[src/cmm_pkg.sv]
// Shared types, widths and codes for the cartridge memory mapper.
package cmm_pkg;

	localparam int ROM_ADDR_BITS = 22;
	localparam int RAM_ADDR_BITS = 17;
	localparam int ROM_IDX_W     = 24;
	localparam int RAM_IDX_W     = 19;
	localparam int CFG_ADDR_W    = 2;
	localparam int CFG_DATA_W    = 5;

	localparam logic [1:0] MODE_READ  = 2'd0;
	localparam logic [1:0] MODE_WRITE = 2'd1;
	localparam logic [1:0] MODE_LOAD  = 2'd2;

	localparam logic [1:0] SRC_NONE = 2'd0;
	localparam logic [1:0] SRC_ROM  = 2'd1;
	localparam logic [1:0] SRC_RAM  = 2'd2;

	localparam logic [1:0] MAP_LOROM = 2'd1;
	localparam logic [1:0] MAP_HIROM = 2'd2;

	localparam logic [CFG_ADDR_W-1:0] REG_CART_MAPPING  = 2'd0;
	localparam logic [CFG_ADDR_W-1:0] REG_ROM_SIZE_LOG2 = 2'd1;
	localparam logic [CFG_ADDR_W-1:0] REG_RAM_SIZE_LOG2 = 2'd2;
	localparam logic [CFG_ADDR_W-1:0] REG_RAM_PRESENT   = 2'd3;

	typedef struct packed {
		logic [1:0]  mode;
		logic [7:0]  bank;
		logic [15:0] offset;
		logic [7:0]  write_data;
		logic [21:0] load_index;
		logic [7:0]  open_bus;
	} req_t;

	typedef struct packed {
		logic [7:0] read_data;
		logic [1:0] source;
	} rsp_t;

	typedef struct packed {
		logic [1:0] cart_mapping;
		logic [4:0] rom_size_log2;
		logic [4:0] ram_size_log2;
		logic       ram_present;
	} cfg_t;

	typedef struct packed {
		logic                     we;
		logic                     re;
		logic [ROM_ADDR_BITS-1:0] addr;
		logic [7:0]               wdata;
	} rom_req_t;

	typedef struct packed {
		logic                     we;
		logic                     re;
		logic [RAM_ADDR_BITS-1:0] addr;
		logic [7:0]               wdata;
	} ram_req_t;

	typedef struct packed {
		rom_req_t   rom;
		ram_req_t   ram;
		logic [1:0] src;
		logic [7:0] fallback;
	} access_t;

endpackage

[src/cmm_decode.sv]
// Address decoder: turns one bus item into ROM and RAM accesses.
module cmm_decode
	import cmm_pkg::*;
(
	input  req_t    req,
	input  cfg_t    cfg,
	output access_t acc
);

	logic [ROM_ADDR_BITS-1:0] rom_mask;
	logic [RAM_ADDR_BITS-1:0] ram_mask;
	logic [ROM_IDX_W-1:0]     rom_idx;
	logic [RAM_IDX_W-1:0]     ram_idx;
	logic [ROM_IDX_W-1:0]     load_idx;
	logic                     lo_ram_win;
	logic                     hi_ram_win;
	logic                     hi_rom_hit;
	logic [1:0]               rd_src;
	logic                     wr_hit;

	always_comb begin
		for (int i = 0; i < ROM_ADDR_BITS; i++) begin
			rom_mask[i] = (5'(i) < cfg.rom_size_log2);
		end
		for (int i = 0; i < RAM_ADDR_BITS; i++) begin
			ram_mask[i] = (5'(i) < cfg.ram_size_log2);
		end
	end

	always_comb begin
		lo_ram_win = ((req.bank >= 8'h70 && req.bank < 8'h7e) || req.bank >= 8'hf0)
			&& !req.offset[15] && cfg.ram_present;
		hi_ram_win = !req.bank[6] && req.offset >= 16'h6000 && req.offset < 16'h8000
			&& cfg.ram_present;
		hi_rom_hit = req.offset[15] || req.bank[6];
		load_idx   = ROM_IDX_W'(req.load_index);

		rd_src  = SRC_NONE;
		wr_hit  = 1'b0;
		rom_idx = '0;
		ram_idx = '0;
		case (cfg.cart_mapping)
			MAP_LOROM: begin
				rom_idx = {1'b0, req.bank, req.offset[14:0]};
				ram_idx = {req.bank[3:0], req.offset[14:0]};
				wr_hit  = lo_ram_win;
				if (req.offset[15]) begin
					rd_src = SRC_ROM;
				end else if (lo_ram_win) begin
					rd_src = SRC_RAM;
				end else if (req.bank[6]) begin
					rd_src = SRC_ROM;
				end
			end
			MAP_HIROM: begin
				rom_idx = {2'b00, req.bank[5:0], req.offset};
				ram_idx = {req.bank[5:0], req.offset[12:0]};
				wr_hit  = hi_ram_win;
				if (hi_ram_win) begin
					rd_src = SRC_RAM;
				end else if (hi_rom_hit) begin
					rd_src = SRC_ROM;
				end
			end
			default: begin
				rd_src = SRC_NONE;
			end
		endcase

		acc.rom.we    = 1'b0;
		acc.rom.re    = 1'b0;
		acc.rom.addr  = rom_idx[ROM_ADDR_BITS-1:0] & rom_mask;
		acc.rom.wdata = req.write_data;
		acc.ram.we    = 1'b0;
		acc.ram.re    = 1'b0;
		acc.ram.addr  = ram_idx[RAM_ADDR_BITS-1:0] & ram_mask;
		acc.ram.wdata = req.write_data;
		acc.src       = SRC_NONE;
		acc.fallback  = '0;

		case (req.mode)
			MODE_READ: begin
				acc.src    = rd_src;
				acc.rom.re = (rd_src == SRC_ROM);
				acc.ram.re = (rd_src == SRC_RAM);
				if (rd_src == SRC_NONE) begin
					acc.fallback = req.open_bus;
				end
			end
			MODE_WRITE: begin
				acc.ram.we = wr_hit;
			end
			MODE_LOAD: begin
				acc.rom.we   = 1'b1;
				acc.rom.addr = load_idx[ROM_ADDR_BITS-1:0];
			end
			default: begin
				acc.src = SRC_NONE;
			end
		endcase
	end

endmodule

[config.mk]
export PLATFORM = sky130hd
export DESIGN_NAME = cmm_decode
export DESIGN_NICKNAME = d
export VERILOG_FILES = /design/src/cmm_pkg.sv /design/src/cmm_decode.sv
export SDC_FILE = /design/constraint.sdc
export NUM_CORES = 1
export LEC_CHECK = 0
export ABC_AREA = 1
export CORE_MARGIN = 1
export CORE_UTILIZATION = 30
export DETAILED_ROUTE_END_ITERATION = 8
export DONT_BUFFER_PORTS = 1
export GPL_TIMING_DRIVEN = 0
export PLACE_DENSITY_LB_ADDON = 0.15
export SLEW_MARGIN = 40
export SYNTH_ARGS = -nofsm -noshare
export SYNTH_HDL_FRONTEND = slang
export SYNTH_SLANG_ARGS = --single-unit
export TNS_END_PERCENT = 30
[constraint.sdc]
create_clock -name vclk -period 1.1
set_clock_uncertainty 0.15 [all_clocks]
set_input_delay 0.055 -clock vclk [all_inputs]
set_output_delay 0.055 -clock vclk [all_outputs]
set_load 0.005 [all_outputs]
==> impl_metrics.toml, run 1 <==
[outcome]
status = "finished, violations left"
failed_checks = "negative setup slack"

[synthesis]
synth-adder-area-share_pct = 1.95
ys_top_cells_by_area = "nand2_1 23%, nor2_1 11%, inv_1 11%"
synth_top_area_share_pct = 23.3
synth-simple-area-share_pct = 57.6
syn_area_per_cell_um2 = 4.89
synth-compound-area-share_pct = 16.3
yosysSeqAreaShare_pct = 0
synth_area_um2 = 1290
synth_top_family_by_area = "simple AND/OR/NAND/NOR gates"
yosysTopAreaCell = "nand2_1"
syn_nets = 342
syn-instance-count = 263
synthMuxAreaShare_pct = 0
ys_types = 28
synth-xor-area-share_pct = 0
ys_warn_count = 0

[place]
place_congestion = 0.883
portBuffers = 0
place_ws_ps = -131
hpwl_mm = 4.13
dpl.cell_count = 313

[worst_hold_path]
min_from = "req[32]"
hold_path_class = "in2out"

[floorplanning]
rows = 23
die_h_um = 67.5
fp.dieArea_um2 = 4550
coreArea_um2 = 4060
initial_core_util_pct = 31.7
die_x_um = 67.5
io_pins = 146

[route]
drt_iter0_drc = 57
wl_mm = 4.89
drc = 0
ant_nets = 0
first_pass_iters = 4
vias_per_cell = 5.39
routedWlPerCell_um = 15.3
num_vias = 1724

[grt]
grt_max_degree = 11
antenna_found_initial = 0
grt_pass1_vias = 1456
grt_usage_pct = 19.8
grt_overflow_total = 0
grt_pass1_wl_mm = 6.96

[power_and_ir_drop]
leakage_uw = 0.000763
ir_drop_uv = 159
p_per_area_nw_per_um2 = 391

[finish]
fillers = 451
seq_cell_count = 0
final_cells = 320
final_common_cell = "nand2_1"
nNetsFinal = 351
clock_buffers = 0
insertedDiodeCount = 0
syn_to_final_growth_pct = 28.0
layout_common_cells = "74 x nand2_1, 29 x inv_1, 23 x buf_4"
seq_area_um2 = 0
drive_gt1_share_pct = 32.2
multi_input_area_um2 = 1200

[critical_path]
path_cells = "inv_8 > ha_4 > nand2_2 > inv_2 > nand4_1 > nand2_2 > nand2_4 > nand2_8 > nor2_2"
cp_slowest_cell = "ha_4"
crit_arrival_ps = 920
required_ps = 890
crit_top_cell = "nand2_2"
critical_path.max_fanout = 8
critPathKind = "in2out"
end_kind = "output pin"
cp-start-kind = "input pin"
setup.worst_path.start = "cfg[11]"
critical_path.max_stage_delay_ps = 220

[timing]
hold_viol = 0
slew_violations = 0
fin_crit_sh_pct = 102
timing.final.ws_setup_ps = -24.3
holdWs_ps = 41.7
min_period_ps = 1120
relSlewSlack_pct = 71.9
setup_viol = 13
worst_pin_slew_ps = 421
rsz0062_at_grt = "true"
clock.fmax_mhz = 889
setup_tns_ps = -166

[job]
drv_cap = 0
per-layer routing:
layer,GRT usage [%],part of all wire [%]
met4,0.266,0
met3,2.20,9.5
met5,0,0
met2,34.2,48
met1,27.4,42
worst paths after layout:
| check | depth (start not counted) | end | slack, ps |
|---|---|---|---|
| hold / removal | 1 | acc[12] | 40 |
| setup / recovery | 9 | acc[6] | -20 |
synth_stat cells, drive strengths merged:
cell type / count
nand2: 85
nor2: 42
inv: 39
nand3: 23
buf: 21
o21ai: 19
nor3: 8
a21oi: 5
nand4: 5
o22ai: 3
o31ai: 3
a211oi: 2
a22o: 2
ha: 2
and3: 1
nor3b: 1
o2111ai: 1
o211ai: 1
where the power goes:
part / leakage [uW] / switching [uW] / internal (uW)
clock: 0 / 0 / 0
combinational: 0.000763 / 391 / 252
sequential: 0 / 0 / 0
logic make-up after synthesis:
family,Yosys count
and+or+nand+nor,165
buffers and inverters,60
AOI/OAI and AO/OA,36
adders and majority gates,2
critical path, delay by kind of cell:
| kind | cells | cell delay, ps |
|---|---|---|
| simple gates | 6 | 580 |
| fa+ha+maj | 1 | 220 |
| buf+inv | 2 | 70 |
final cells by class:
cell class / count / area share, %
multi-input combinational: 204 / 73.2
inverter: 39 / 10.0
buffer: 19 / 8.97
timing repair buffer: 8 / 4.03
tap: 50 / 3.80
per-stage QoR:
step                      instance area, um^2  power, uW  util (%)
after floorplan                          1320        403         -
after global placement                   1380        499      34.0
after detailed placement                 1380        500      34.0
after CTS                                1520        580      37.5
after global routing                     1650        709      40.6
final                                    1650        643      40.6
timing repair:
| item | in CTS | in global routing |
|---|---|---|
| gates resized for setup | 36 | 26 |
| buffers inserted | 3 | 4 |
| gates cloned | 1 | 0 |
| pin swaps | 16 | 14 |
| hold buffers | 1 | 0 |
| hold endpoints to repair | 1 | 0 |
| endpoints found under the setup margin | 28 | 37 |
(Power assumes the default switching activity.)
==> run 2, diff against run 1 <==
- CELL_PAD_IN_SITES_DETAIL_PLACEMENT: not set -> 1
- CELL_PAD_IN_SITES_GLOBAL_PLACEMENT: not set -> 1
- clock period: 1.1 -> 1 ns (I/O delays scaled with it)
==> run 2 against run 1 <==
Net effect:
- the flow still finishes with violations (negative setup slack)
- worst hold slack worse by 9.7 ps
- critical path depth down 2
- final cell count down 0.94%
- flip-flop and latch count unchanged
- critical endpoint is now acc[67]
- largest power group unchanged
- highest routed layer unchanged
==> impl_metrics.toml, run 2 (synthesis gave the netlist of run 1 again) <==
[route]
ant_nets = 0
drc = 0
first_pass_iters = 4
wl_mm = 5.16
vias_per_cell = 5.36
num_vias = 1698
routedWlPerCell_um = 16.3
drt_iter0_drc = 46

[critical_path]
cp.buffers_inverters = 2
path_depth = 7
critPathTopFamily = "simple AND/OR/NAND/NOR gates"
cp_slowest_cell = "ha_4"
crit_arrival_ps = 920
critPathKind = "in2out"
critical_path.max_stage_delay_ps = 270
required_ps = 800
endpoint = "acc[67]"
end_kind = "output pin"
path_cells = "clkinv_16 > ha_4 > nor3_4 > nand2_4 > inv_4 > nand2_2 > nor2_2"
setup.worst_path.start = "cfg[11]"
critical_path.max_fanout = 5
cp-start-kind = "input pin"

[floorplanning]
initial_core_util_pct = 31.7
rows = 23
fp.dieArea_um2 = 4550
io_pins = 146
die_x_um = 67.5
coreArea_um2 = 4060
die_h_um = 67.5

[finish]
utilization_pct = 40.2
clock_buffers = 0
syn_to_final_growth_pct = 26.9
seq_cell_count = 0
insertedDiodeCount = 0
final_common_cell = "nand2_1"
nNetsFinal = 348
layout_common_cells = "70 x nand2_1, 29 x inv_1, 23 x nand3_1"
drive_gt1_share_pct = 34.5
final_cells = 317
seq_area_um2 = 0

[timing]
min_period_ps = 1120
fin_crit_sh_pct = 112
worst_pin_slew_ps = 386
clock.fmax_mhz = 895
timing.final.ws_setup_ps = -117
rsz0062_at_grt = "true"
setup_viol = 42
relSlewSlack_pct = 74.3
slew_violations = 0
hold_viol = 0

[grt]
grt_max_degree = 11
grt_usage_pct = 20.7
grt_overflow_total = 0
antenna_found_initial = 0
grt_pass1_vias = 1515
grt_pass1_wl_mm = 7.20

[outcome]
status = "finished, violations left"
failed_checks = "negative setup slack"

[place]
portBuffers = 0
hpwl_mm = 4.33
dpl.cell_count = 313
place_ws_ps = -252
place_congestion = 0.857

[power_and_ir_drop]
p_per_area_nw_per_um2 = 413
ir_drop_uv = 128
leakage_uw = 0.000767
p_total_uw = 675

[job]
drv_cap = 0

[worst_hold_path]
hold_path_class = "in2out"
## run 2: cell count changes in the layout (fill, tap and decap cells not counted), moves of 3 or more
| cell | previous run | this run |
|---|---|---|
| nor2_4 | 8 | 5 |
| buf_4 | 23 | 20 |
| nand2_2 | 7 | 11 |
| nand2_1 | 74 | 70 |
| nor2_2 | 12 | 17 |
## run 2: cell type report
cell class                 instances  area (um^2)
fill                             579         2420
multi-input combinational        204         1190
inverter                          39          190
buffer                            19          148
tap                               50         62.6
timing repair buffer               5         40.0
## run 2: timing repair
item | 4_1_cts | 5_1_grt
endpoints found under the setup margin | 51 | 49
resized for setup | 23 | 33
setup buffers | 3 | 1
gates cloned | 1 | 0
hold endpoints to repair | 1 | 0
pin swaps | 11 | 3
hold buffers | 1 | 0
## run 2: how the worst min path moves through the flow
stage | start | end | slack [ps] | cells past startpoint
finish | req[33] | acc[40] | 30 | 1
detailed placement | req[63] | acc[36] | -20 | 1
floorplan | req[63] | acc[36] | -20 | 1
global route | req[36] | acc[16] | 30 | 1
CTS | req[33] | acc[40] | 30 | 1
global placement | req[63] | acc[36] | -20 | 1
## run 2: power by group
part / leakage (uW) / switching (uW) / internal (uW)
clock: 0 / 0 / 0
combinational: 0.000767 / 420 / 255
sequential: 0 / 0 / 0
## run 2: layer usage
metal,wire [um],GRT usage (%),part of all wire [%],vias to the layer above
li1,-,-,-,847
met1,2090,27.7,41,769
met2,2670,37.0,52,82
met3,396,2.53,7.7,0
met4,0,0,0,0
met5,0,0,0,-
## run 2: metrics by stage
stage	TNS (ps)	area (um^2)	hold slack, ps
finish	-2380	1630	31.9
global route	-5150	1630	33.6
CTS	-1570	1510	32.4
detailed placement	-5140	1410	-16.4
global placement	-4710	1410	-15.5
floorplan	-432	1350	-18.9
